<file path="config.mk">
export PLATFORM = sky130hd
export DESIGN_NAME = length_prefixed_stream_deframer
export DESIGN_NICKNAME = d
export VERILOG_FILES = /design/src/rtl/lpsd_pkg.sv /design/src/rtl/length_prefixed_stream_deframer.sv /design/src/rtl/lpsd_front.sv /design/src/rtl/lpsd_queue.sv /design/src/rtl/lpsd_back.sv
export SDC_FILE = /design/constraint.sdc
export NUM_CORES = 2
export LEC_CHECK = 0
export ABC_AREA = 1
export BUFFER_PORTS_ARGS = -buffer_cell sky130_fd_sc_hd__buf_2
export CAP_MARGIN = 20
export CORE_ASPECT_RATIO = 1.5
export CORE_MARGIN = 1
export CORE_UTILIZATION = 25
export CTS_BUF_LIST = sky130_fd_sc_hd__clkbuf_8
export DETAILED_ROUTE_END_ITERATION = 10
export PLACE_DENSITY = 0.48
export SLEW_MARGIN = 20
export SYNTH_ARGS = -nofsm -noshare
export SYNTH_HDL_FRONTEND = slang
export SYNTH_HIERARCHICAL = 1
export SYNTH_SLANG_ARGS = --single-unit
</file>
<file path="constraint.sdc">
create_clock -name i_clk -period 17.6 [get_ports i_clk]
set_input_delay 0.88 -clock i_clk [delete_from_list [all_inputs] [get_ports i_clk]]
set_output_delay 0.88 -clock i_clk [all_outputs]
set_load 0.03 [all_outputs]
</file>
<file path="src/rtl/lpsd_pkg.sv">
// Shared types and constants for the length-prefixed stream deframer.
// No dependencies; imported by every module of the block.
package lpsd_pkg;

    // Result kinds on the output tuser
    localparam logic [1:0] KIND_PAYLOAD = 2'd0;
    localparam logic [1:0] KIND_DONE    = 2'd1;
    localparam logic [1:0] KIND_ERROR   = 2'd2;

    // Error codes
    localparam logic [1:0] ERR_BAD_LEN    = 2'd0;
    localparam logic [1:0] ERR_TOO_LARGE  = 2'd1;
    localparam logic [1:0] ERR_BAD_TYPE   = 2'd2;
    localparam logic [1:0] ERR_BAD_CHUNK  = 2'd3;

    // Frame classes
    localparam logic CLS_CONTROL = 1'b0;
    localparam logic CLS_CHUNK   = 1'b1;

    // Configuration register indexes
    localparam logic [1:0] CFG_MAX_LEN    = 2'd0;
    localparam logic [1:0] CFG_CTRL_TYPE  = 2'd1;
    localparam logic [1:0] CFG_CHUNK_TYPE = 2'd2;

    // Configuration reset values
    localparam logic [31:0] MAX_LEN_RESET    = 32'd65536;
    localparam logic [7:0]  CTRL_TYPE_RESET  = 8'd1;
    localparam logic [7:0]  CHUNK_TYPE_RESET = 8'd2;

    // Chunk header layout (byte offsets inside the body)
    localparam logic [31:0] HDR_CHAIN_END = 32'd8;
    localparam logic [31:0] HDR_INDEX_END = 32'd12;
    localparam logic [31:0] HDR_BYTES     = 32'd16;

    // Output tdata width: 139 bits of fields padded to whole bytes
    localparam int TDATA_W = 144;

    // One queue entry: everything one input byte produces (up to two results)
    typedef struct packed {
        logic        has_pay;    // a payload byte result
        logic [7:0]  pay_byte;
        logic        pay_cls;
        logic        has_stat;   // a completion or error result
        logic        stat_err;   // 1 error, 0 frame complete
        logic        stat_cls;
        logic [63:0] chain_id;
        logic [31:0] chunk_index;
        logic [31:0] data_length;
        logic [1:0]  error_code;
    } t_entry;

endpackage

</file>
<file path="src/rtl/length_prefixed_stream_deframer.sv">
// Top level of the length-prefixed stream deframer.
// Depends on lpsd_pkg, lpsd_front, lpsd_queue and lpsd_back.
//
// Usage:
//  - Slave stream: one received byte per transfer in tdata[7:0]; tlast marks the
//    last byte of a receive batch.
//  - Master stream: one result per transfer. tuser holds the kind (payload byte,
//    frame complete, error); tlast marks the last result caused by one byte.
//  - Configuration channel: index 0 max frame length, 1 control type code,
//    2 chunk type code; always ready; user writes only while idle (not enforced).
//  - Throughput: one byte per cycle. A byte that ends a frame and also carries
//    payload gives two results, the payload byte first and then the status; the entry
//    queue absorbs that, so input stalls only when the queue fills.
//  - Path: a result is written into the queue, then loaded into the output
//    register, from which it is offered on the master side.
//  - Reset (synchronous, active low) empties the queue, clears the parser and
//    loads the default register values; no clearing pass is needed.
//  - When the receiver holds tready low, results wait in the output register
//    and queue; once QUEUE_DEPTH entries are waiting, the slave tready drops.
module length_prefixed_stream_deframer #(
    parameter int QUEUE_DEPTH = 4
) (
    input  logic                          i_clk,
    input  logic                          i_rst_n,
    // slave stream
    input  logic                          i_s_axis_tvalid,
    output logic                          o_s_axis_tready,
    input  logic [7:0]                    i_s_axis_tdata,   // [7:0] data_byte
    input  logic                          i_s_axis_tlast,   // batch_end
    // master stream
    output logic                          o_m_axis_tvalid,
    input  logic                          i_m_axis_tready,
    // [7:0] payload_byte, [8] frame_class, [72:9] chain_id, [104:73] chunk_index,
    // [136:105] data_length, [138:137] error_code, [143:139] zero
    output logic [lpsd_pkg::TDATA_W-1:0]  o_m_axis_tdata,
    output logic [1:0]                    o_m_axis_tuser,   // [1:0] result_kind
    output logic                          o_m_axis_tlast,   // run_last
    // configuration write channel
    input  logic                          i_cfg_valid,
    output logic                          o_cfg_ready,
    input  logic [1:0]                    i_cfg_index,
    input  logic [31:0]                   i_cfg_data
);
    import lpsd_pkg::*;

    t_entry push_entry;
    t_entry head_entry;
    logic   push;
    logic   pop;
    logic   full;
    logic   empty;

    lpsd_front u_front (
        .i_clk       (i_clk),
        .i_rst_n     (i_rst_n),
        .i_in_valid  (i_s_axis_tvalid),
        .o_in_ready  (o_s_axis_tready),
        .i_in_byte   (i_s_axis_tdata),
        .i_in_last   (i_s_axis_tlast),
        .i_cfg_valid (i_cfg_valid),
        .o_cfg_ready (o_cfg_ready),
        .i_cfg_index (i_cfg_index),
        .i_cfg_data  (i_cfg_data),
        .i_full      (full),
        .o_push      (push),
        .o_entry     (push_entry)
    );

    lpsd_queue #(
        .DEPTH (QUEUE_DEPTH)
    ) u_queue (
        .i_clk   (i_clk),
        .i_rst_n (i_rst_n),
        .i_push  (push),
        .i_entry (push_entry),
        .i_pop   (pop),
        .o_entry (head_entry),
        .o_full  (full),
        .o_empty (empty)
    );

    lpsd_back u_back (
        .i_clk   (i_clk),
        .i_rst_n (i_rst_n),
        .i_entry (head_entry),
        .i_empty (empty),
        .o_pop   (pop),
        .o_valid (o_m_axis_tvalid),
        .i_ready (i_m_axis_tready),
        .o_data  (o_m_axis_tdata),
        .o_user  (o_m_axis_tuser),
        .o_last  (o_m_axis_tlast)
    );

endmodule

</file>
<file path="src/rtl/lpsd_front.sv">
// Front part of the deframer: byte parser, configuration registers, result classification.
// Depends on lpsd_pkg; pushes one t_entry per byte that produces results.
module lpsd_front (
    input  logic                 i_clk,
    input  logic                 i_rst_n,
    input  logic                 i_in_valid,
    output logic                 o_in_ready,
    input  logic [7:0]           i_in_byte,
    input  logic                 i_in_last,
    input  logic                 i_cfg_valid,
    output logic                 o_cfg_ready,
    input  logic [1:0]           i_cfg_index,
    input  logic [31:0]          i_cfg_data,
    input  logic                 i_full,
    output logic                 o_push,
    output lpsd_pkg::t_entry     o_entry
);
    import lpsd_pkg::*;

    typedef enum logic [1:0] {
        PH_LEN  = 2'd0,
        PH_TYPE = 2'd1,
        PH_BODY = 2'd2,
        PH_DROP = 2'd3
    } t_phase;

    t_phase      r_phase, n_phase;
    logic [31:0] r_cnt, n_cnt;
    logic [31:0] r_fl, n_fl;
    logic [31:0] r_body, n_body;          // L-1
    logic [31:0] r_body_m16, n_body_m16;  // L-17, expected chunk data length
    logic        r_short, n_short;        // body shorter than the chunk header
    logic [7:0]  r_type, n_type;
    logic [63:0] r_chain, n_chain;
    logic [31:0] r_idx, n_idx;
    logic [31:0] r_decl, n_decl;
    logic [31:0] r_max;
    logic [7:0]  r_ctrl_code;
    logic [7:0]  r_chunk_code;

    logic        accept;
    logic        do_finish;
    logic        bad_chunk;
    logic [7:0]  fin_type;
    logic [31:0] len_next;
    logic [31:0] cnt_inc;
    logic        body_ctrl;
    logic        body_chunk;
    t_entry      entry;

    assign o_in_ready  = !i_full;
    assign o_cfg_ready = 1'b1;
    assign accept      = i_in_valid && !i_full;
    assign len_next    = {r_fl[23:0], i_in_byte};
    assign cnt_inc     = r_cnt + 32'd1;
    assign body_ctrl   = (r_type == r_ctrl_code);
    assign body_chunk  = !body_ctrl && (r_type == r_chunk_code);

    // Parse step for one accepted byte
    always_comb begin
        n_phase    = r_phase;
        n_cnt      = r_cnt;
        n_fl       = r_fl;
        n_body     = r_body;
        n_body_m16 = r_body_m16;
        n_short    = r_short;
        n_type     = r_type;
        n_chain    = r_chain;
        n_idx      = r_idx;
        n_decl     = r_decl;
        entry      = '0;
        do_finish  = 1'b0;
        bad_chunk  = 1'b0;
        fin_type   = r_type;

        if (accept) begin
            case (r_phase)
                PH_LEN: begin
                    n_fl  = len_next;
                    n_cnt = cnt_inc;
                    if (r_cnt[1:0] == 2'd3) begin
                        n_cnt      = '0;
                        n_body     = len_next - 32'd1;
                        n_body_m16 = len_next - (HDR_BYTES + 32'd1);
                        n_short    = (len_next < (HDR_BYTES + 32'd1));
                        if (len_next == '0) begin
                            entry.has_stat   = 1'b1;
                            entry.stat_err   = 1'b1;
                            entry.error_code = ERR_BAD_LEN;
                            n_phase          = PH_DROP;
                        end else if (len_next > r_max) begin
                            entry.has_stat   = 1'b1;
                            entry.stat_err   = 1'b1;
                            entry.error_code = ERR_TOO_LARGE;
                            n_phase          = PH_DROP;
                        end else begin
                            n_phase = PH_TYPE;
                        end
                    end
                end
                PH_TYPE: begin
                    n_type   = i_in_byte;
                    fin_type = i_in_byte;
                    n_cnt    = '0;
                    n_chain  = '0;
                    n_idx    = '0;
                    n_decl   = '0;
                    if (r_body == '0) begin
                        do_finish = 1'b1;
                    end else begin
                        n_phase = PH_BODY;
                    end
                end
                PH_BODY: begin
                    if (body_ctrl) begin
                        entry.has_pay  = 1'b1;
                        entry.pay_byte = i_in_byte;
                        entry.pay_cls  = CLS_CONTROL;
                    end else if (body_chunk) begin
                        if (r_cnt < HDR_CHAIN_END) begin
                            n_chain = {r_chain[55:0], i_in_byte};
                        end else if (r_cnt < HDR_INDEX_END) begin
                            n_idx = {r_idx[23:0], i_in_byte};
                        end else if (r_cnt < HDR_BYTES) begin
                            n_decl = {r_decl[23:0], i_in_byte};
                        end else begin
                            entry.has_pay  = 1'b1;
                            entry.pay_byte = i_in_byte;
                            entry.pay_cls  = CLS_CHUNK;
                        end
                    end
                    n_cnt = cnt_inc;
                    if (cnt_inc >= r_body) begin
                        do_finish = 1'b1;
                    end
                end
                default: begin
                    // dropping: byte discarded
                end
            endcase

            // Frame end: validate and report
            if (do_finish) begin
                entry.has_stat = 1'b1;
                bad_chunk = r_short || (n_decl != r_body_m16) || (n_chain == '0) ||
                            (n_idx == '0) || (n_decl == '0);
                if (fin_type == r_ctrl_code) begin
                    entry.stat_cls    = CLS_CONTROL;
                    entry.data_length = r_body;
                    n_phase           = PH_LEN;
                    n_cnt             = '0;
                    n_fl              = '0;
                end else if (fin_type == r_chunk_code && !bad_chunk) begin
                    entry.stat_cls    = CLS_CHUNK;
                    entry.chain_id    = n_chain;
                    entry.chunk_index = n_idx;
                    entry.data_length = n_decl;
                    n_phase           = PH_LEN;
                    n_cnt             = '0;
                    n_fl              = '0;
                end else begin
                    entry.stat_err   = 1'b1;
                    entry.error_code = (fin_type == r_chunk_code) ? ERR_BAD_CHUNK
                                                                  : ERR_BAD_TYPE;
                    n_phase          = PH_DROP;
                end
            end

            // Batch end leaves the drop phase with clean state
            if (n_phase == PH_DROP && i_in_last) begin
                n_phase = PH_LEN;
                n_cnt   = '0;
                n_fl    = '0;
                n_type  = '0;
                n_chain = '0;
                n_idx   = '0;
                n_decl  = '0;
            end
        end
    end

    assign o_push  = accept && (entry.has_pay || entry.has_stat);
    assign o_entry = entry;

    // Parser state
    always_ff @(posedge i_clk) begin
        if (!i_rst_n) begin
            r_phase    <= PH_LEN;
            r_cnt      <= '0;
            r_fl       <= '0;
            r_body     <= '0;
            r_body_m16 <= '0;
            r_short    <= 1'b0;
            r_type     <= '0;
            r_chain    <= '0;
            r_idx      <= '0;
            r_decl     <= '0;
        end else begin
            r_phase    <= n_phase;
            r_cnt      <= n_cnt;
            r_fl       <= n_fl;
            r_body     <= n_body;
            r_body_m16 <= n_body_m16;
            r_short    <= n_short;
            r_type     <= n_type;
            r_chain    <= n_chain;
            r_idx      <= n_idx;
            r_decl     <= n_decl;
        end
    end

    // Configuration registers
    always_ff @(posedge i_clk) begin
        if (!i_rst_n) begin
            r_max        <= MAX_LEN_RESET;
            r_ctrl_code  <= CTRL_TYPE_RESET;
            r_chunk_code <= CHUNK_TYPE_RESET;
        end else if (i_cfg_valid) begin
            case (i_cfg_index)
                CFG_MAX_LEN:    r_max        <= i_cfg_data;
                CFG_CTRL_TYPE:  r_ctrl_code  <= i_cfg_data[7:0];
                CFG_CHUNK_TYPE: r_chunk_code <= i_cfg_data[7:0];
                default: begin
                    // unmapped index: ignored
                end
            endcase
        end
    end

`ifndef ASSERT_OFF
    // an error always leaves the parser dropping or back at the length prefix
    a_err_to_drop: assert property (@(posedge i_clk) disable iff (!i_rst_n)
        o_push && o_entry.has_stat && o_entry.stat_err |=>
        (r_phase == PH_DROP || r_phase == PH_LEN))
        else $error("error result without drop");
    // a byte never yields two results unless it also ends the frame
    a_pay_stat_body: assert property (@(posedge i_clk) disable iff (!i_rst_n)
        o_push && o_entry.has_pay && o_entry.has_stat |-> r_phase == PH_BODY)
        else $error("double result outside body");
`endif

endmodule

</file>
<file path="src/rtl/lpsd_queue.sv">
// Short entry queue between the parser front and the output back part.
// Depends on lpsd_pkg for t_entry.
module lpsd_queue #(
    parameter int DEPTH = 4
) (
    input  logic                 i_clk,
    input  logic                 i_rst_n,
    input  logic                 i_push,
    input  lpsd_pkg::t_entry     i_entry,
    input  logic                 i_pop,
    output lpsd_pkg::t_entry     o_entry,
    output logic                 o_full,
    output logic                 o_empty
);
    import lpsd_pkg::*;

    localparam int AW = (DEPTH > 1) ? $clog2(DEPTH) : 1;
    localparam int CW = $clog2(DEPTH + 1);

    t_entry        r_mem [DEPTH];
    logic [AW-1:0] r_wr_ptr;
    logic [AW-1:0] r_rd_ptr;
    logic [CW-1:0] r_count;

    assign o_full  = (r_count == CW'(DEPTH));
    assign o_empty = (r_count == '0);
    assign o_entry = r_mem[r_rd_ptr];

    // Entry storage
    always_ff @(posedge i_clk) begin
        if (i_push) begin
            r_mem[r_wr_ptr] <= i_entry;
        end
    end

    // Pointers and fill count
    always_ff @(posedge i_clk) begin
        if (!i_rst_n) begin
            r_wr_ptr <= '0;
            r_rd_ptr <= '0;
            r_count  <= '0;
        end else begin
            if (i_push) begin
                r_wr_ptr <= (r_wr_ptr == AW'(DEPTH - 1)) ? '0 : r_wr_ptr + AW'(1);
            end
            if (i_pop) begin
                r_rd_ptr <= (r_rd_ptr == AW'(DEPTH - 1)) ? '0 : r_rd_ptr + AW'(1);
            end
            case ({i_push, i_pop})
                2'b10:   r_count <= r_count + CW'(1);
                2'b01:   r_count <= r_count - CW'(1);
                default: r_count <= r_count;
            endcase
        end
    end

`ifndef ASSERT_OFF
    a_no_overflow: assert property (@(posedge i_clk) disable iff (!i_rst_n)
        i_push |-> !o_full)
        else $error("queue overflow");
    a_no_underflow: assert property (@(posedge i_clk) disable iff (!i_rst_n)
        i_pop |-> !o_empty)
        else $error("queue underflow");
`endif

endmodule

</file>
<file path="src/rtl/lpsd_back.sv">
// Back part of the deframer: expands queue entries into output transfers.
// Depends on lpsd_pkg; drives the registered master-side stream.
module lpsd_back (
    input  logic                          i_clk,
    input  logic                          i_rst_n,
    input  lpsd_pkg::t_entry              i_entry,
    input  logic                          i_empty,
    output logic                          o_pop,
    output logic                          o_valid,
    input  logic                          i_ready,
    output logic [lpsd_pkg::TDATA_W-1:0]  o_data,
    output logic [1:0]                    o_user,
    output logic                          o_last
);
    import lpsd_pkg::*;

    logic                r_valid, n_valid;
    logic                r_second, n_second;   // payload sent, status pending
    logic [TDATA_W-1:0]  r_data, n_data;
    logic [1:0]          r_user, n_user;
    logic                r_last, n_last;
    logic                can_load;
    logic                pop;

    assign can_load = !r_valid || i_ready;

    // Pick the next result of the head entry
    always_comb begin
        n_valid  = r_valid;
        n_second = r_second;
        n_data   = r_data;
        n_user   = r_user;
        n_last   = r_last;
        pop      = 1'b0;
        if (can_load) begin
            n_valid = 1'b0;
            if (!i_empty) begin
                n_valid = 1'b1;
                if (i_entry.has_pay && !r_second) begin
                    n_user = KIND_PAYLOAD;
                    n_data = {{(TDATA_W-9){1'b0}}, i_entry.pay_cls, i_entry.pay_byte};
                    n_last = !i_entry.has_stat;
                    if (i_entry.has_stat) begin
                        n_second = 1'b1;
                    end else begin
                        pop = 1'b1;
                    end
                end else begin
                    n_user   = i_entry.stat_err ? KIND_ERROR : KIND_DONE;
                    n_data   = {{(TDATA_W-139){1'b0}}, i_entry.error_code,
                                i_entry.data_length, i_entry.chunk_index,
                                i_entry.chain_id, i_entry.stat_cls, 8'd0};
                    n_last   = 1'b1;
                    n_second = 1'b0;
                    pop      = 1'b1;
                end
            end
        end
    end

    // Control state
    always_ff @(posedge i_clk) begin
        if (!i_rst_n) begin
            r_valid  <= 1'b0;
            r_second <= 1'b0;
        end else begin
            r_valid  <= n_valid;
            r_second <= n_second;
        end
    end

    // Output payload register
    always_ff @(posedge i_clk) begin
        r_data <= n_data;
        r_user <= n_user;
        r_last <= n_last;
    end

    assign o_pop   = pop;
    assign o_valid = r_valid;
    assign o_data  = r_data;
    assign o_user  = r_user;
    assign o_last  = r_last;

`ifndef ASSERT_OFF
    // the pending status keeps its entry at the queue head
    a_second_has_entry: assert property (@(posedge i_clk) disable iff (!i_rst_n)
        r_second |-> !i_empty && i_entry.has_stat)
        else $error("pending status lost its entry");
`endif

endmodule
</file>
==> metrics.csv <==
metric,value,unit
Worst-path clk slew,0.07,ns
Worst EP arrival,8.10,ns
Pleak,21.7,nW
Routed WL per cell,18.5,µm
Root Buffer Master,clkbuf_8,
CP required,18.40,ns
pre-CTS WS,10.22,ns
worst hold slack,0.220,ns
DIE WIDTH,365,µm
Yosys warning total,6,
min-delay src,i_cfg_data[16],
GP Congestion,0.881,
skew final,0.0710,ns
post-route insts no fill,8569,
reg-to-reg critical path startpoint,u_front/r_phase[1]$_SDFFE_PN0P_,
router iterations before antenna repair,5,
H-tree depth,4,
Post-synth EDFFs,714,
synth unique cells,53,
drt total wl,159,mm
post-layout util,28.4,%
vias post-DR,38900,
Inst Count DP,8252,
Synth Register Bits,1028,
most frequent cells in the layout,"nand2_1 (1,128), nor2_1 (906), edfxtp_1 (714)",
"Hold-fix buffers, CTS",0,
post-synthesis mux area share,0,%
crit start category,flop,
Max-Cap Viols,0,
Max-slew headroom,27.6,%
CTS buffer count,176,
pwr dens,130,mW/mm²
CP Max Fanout,76,
measured slew at the worst slew-check pin,1.09,ns
via density per instance,4.54,
Layout area overhead,12.5,%
Hold Path Class,in -> reg,
unrepaired setup endpoints after global routing,no,
vias in the first global route,38400,
Worst setup EP type,flop,
global-route wire length before repair,239,mm
"most common cell after layout, fill and taps aside",nand2_1,
Synth Area in Simple Gates,20.4,%
Slew Limit Fails,0,
I/O pin count,198,
pin count of the biggest net entering global routing,133,
Main synth FF type,edfxtp_1,
# port buffers,191,
fmax,137,MHz
adder-cell share of the synthesized area,1.99,%
Worst R2R Setup Slack,10.30,ns
row cnt,199,
Remaining DRCs,0,
Final min period,7.30,ns
sequential-to-total area share from yosys stat,56.0,%
initial core utilization,25.2,%
Max Buffers Root-to-Sink,4,
fin crit share,41.5,%
initial antenna violation count,3,
combinational family with the most area after synthesis,simple AND/OR/NAND/NOR gates,
# setup viols final,0,
post-route ant nets,0,
Worst Setup SP,u_front/r_phase[1]$_SDFFE_PN0P_,
die height,547,µm
die area,0.200,mm²
Gate Count Post-Synth,5734,
peak supply drop,0.114,mV
status,completed,
Compound-Gate Fraction of Synth Area,11.6,%
Post-Route Setup TNS,0,ns
hpwl dp,103,mm
post-CTS sizing,0,
grt ovf,0,
DR iter-0 viols,2454,
Final Hold Vio Count,0,
final worst slack,10.30,ns
clock latency on the worst-skew pair,0.89,ns
syn_area_per_cell,8.63,µm²
Global Route Usage Sum,15.5,%
postcts setup bufs,0,
core area,0.196,mm²
Netlist Area Pre-Place,0.0495,mm²
Post-layout nets,5944,
Worst Setup Path Type,reg -> reg,
XOR/XNOR share of the synthesized area,1.26,%
asr flop ratio synth,0,%
Clock Sinks,1028,
CTS tree,built,
layout cells sized above 1,9.61,%
## path summary, 6_finish.rpt
check / endpoint / cells after the start
max: u_front/r_decl[11]$_SDFFE_PN0P_ / 20
min: u_front/r_max[16]$_SDFFE_PN1P_ / 3
max reg2reg: u_front/r_decl[11]$_SDFFE_PN0P_ / 20
min reg2reg: u_front/r_max[2]$_SDFFE_PN0P_ / 2
## through the flow
step                      power [mW]  area, µm²
after global placement          5.27      52400
final                           7.25      55700
after detailed placement        5.29      52400
after CTS                       7.41      55600
after global routing            7.68      55700
after floorplan                 4.61      49500
## layout make-up
cell class / instances / area [µm²]
diodes: 3 / 7.51
clock buffers: 189 / 2600
clock inverters: 124 / 674
fillers: 21200 / 141000
inverters: 679 / 2590
multi-input cells: 3698 / 17500
flip-flops and latches: 1028 / 27700
well taps: 2613 / 3270
repair buffers: 235 / 1310
## registers in the layout, indices dropped and copies added, names as in the netlist, 2 cells and up, named ones only
signal	flops
u_front/r_decl	32
u_queue/r_wr_ptr	2
u_front/r_idx	32
u_queue/r_rd_ptr	2
u_front/r_max	32
u_front/r_type	8
u_front/r_fl	24
u_queue/r_count	3
u_front/r_chain	64
u_front/r_phase	2
u_back/o_data	139
u_back/o_user	2
u_queue/r_mem	572
u_front/r_cnt	32
u_front/r_chunk_code	8
u_front/r_ctrl_code	8
u_front/r_body_m16	28
u_front/r_body	32
## critical path, stage by stage, from the launching register on
cell and delay, ns:
dfxtp_1 0.43, inv_1 0.14, ha_1 0.71, nand2_1 0.38
clkinv_2 0.73, buf_4 0.75, nand3_1 0.15, nand2_1 0.21
inv_2 0.08, nand2_1 0.07, nand3_1 0.11, nor2_1 0.13
nand3_1 0.08, nor2_1 0.33, nand3_2 0.13, nand2_2 0.14
nand2_4 0.41, nand2_4 0.81, buf_4 0.83, nand2_1 0.17
a21oi_2 0.16
## cell families after synthesis
| family | count (synthesis) |
|---|---|
| adders and majority gates | 78 |
| xor gates and xnor gates | 71 |
| AOI/OAI and AO/OA | 1071 |
| other | 2 |
| buffers and inverters | 1012 |
| DFF | 1028 |
| and+or+nand+nor | 2472 |
## power breakdown
group | internal, mW | switching [mW]
clock | 1.07 | 1.01
sequential | 2.92 | 0.127
combinational | 0.528 | 1.60
## layer usage
layer | track usage, % | vias to the layer above | wire length, µm
li1 | - | 19100 | -
met1 | 19.1 | 18700 | 67900
met2 | 27.3 | 877 | 79000
met3 | 1.97 | 255 | 6480
met4 | 5.70 | 2 | 5210
met5 | 0 | - | 8
## synthesized netlist by cell type (13+ instances only)
cell type  count  area [µm²]
buf_4         19         143
ha_1          77         963
buf_2         67         335
xor2_1        68         596
buf_6         36         405
o21ai_0      519        2600
clkbuf_1     189         709
dfxtp_1      314        6290
nand4_1       79         494
a21oi_1      301        1510
edfxtp_1     714       21400
inv_2         15        56.3
o22ai_1      164        1030
o21ai_1       25         125
nor4_1        13        81.3
inv_1        653        2450
nor2_1       908        3410
a31oi_1       15        93.8
nand2_1     1131        4250
buf_1         14        52.6
nand3_1      239        1200
nor3_1        32         160
nor2_2        14        87.6
or2_2         32         200
Power figures use the tool's default switching activity.
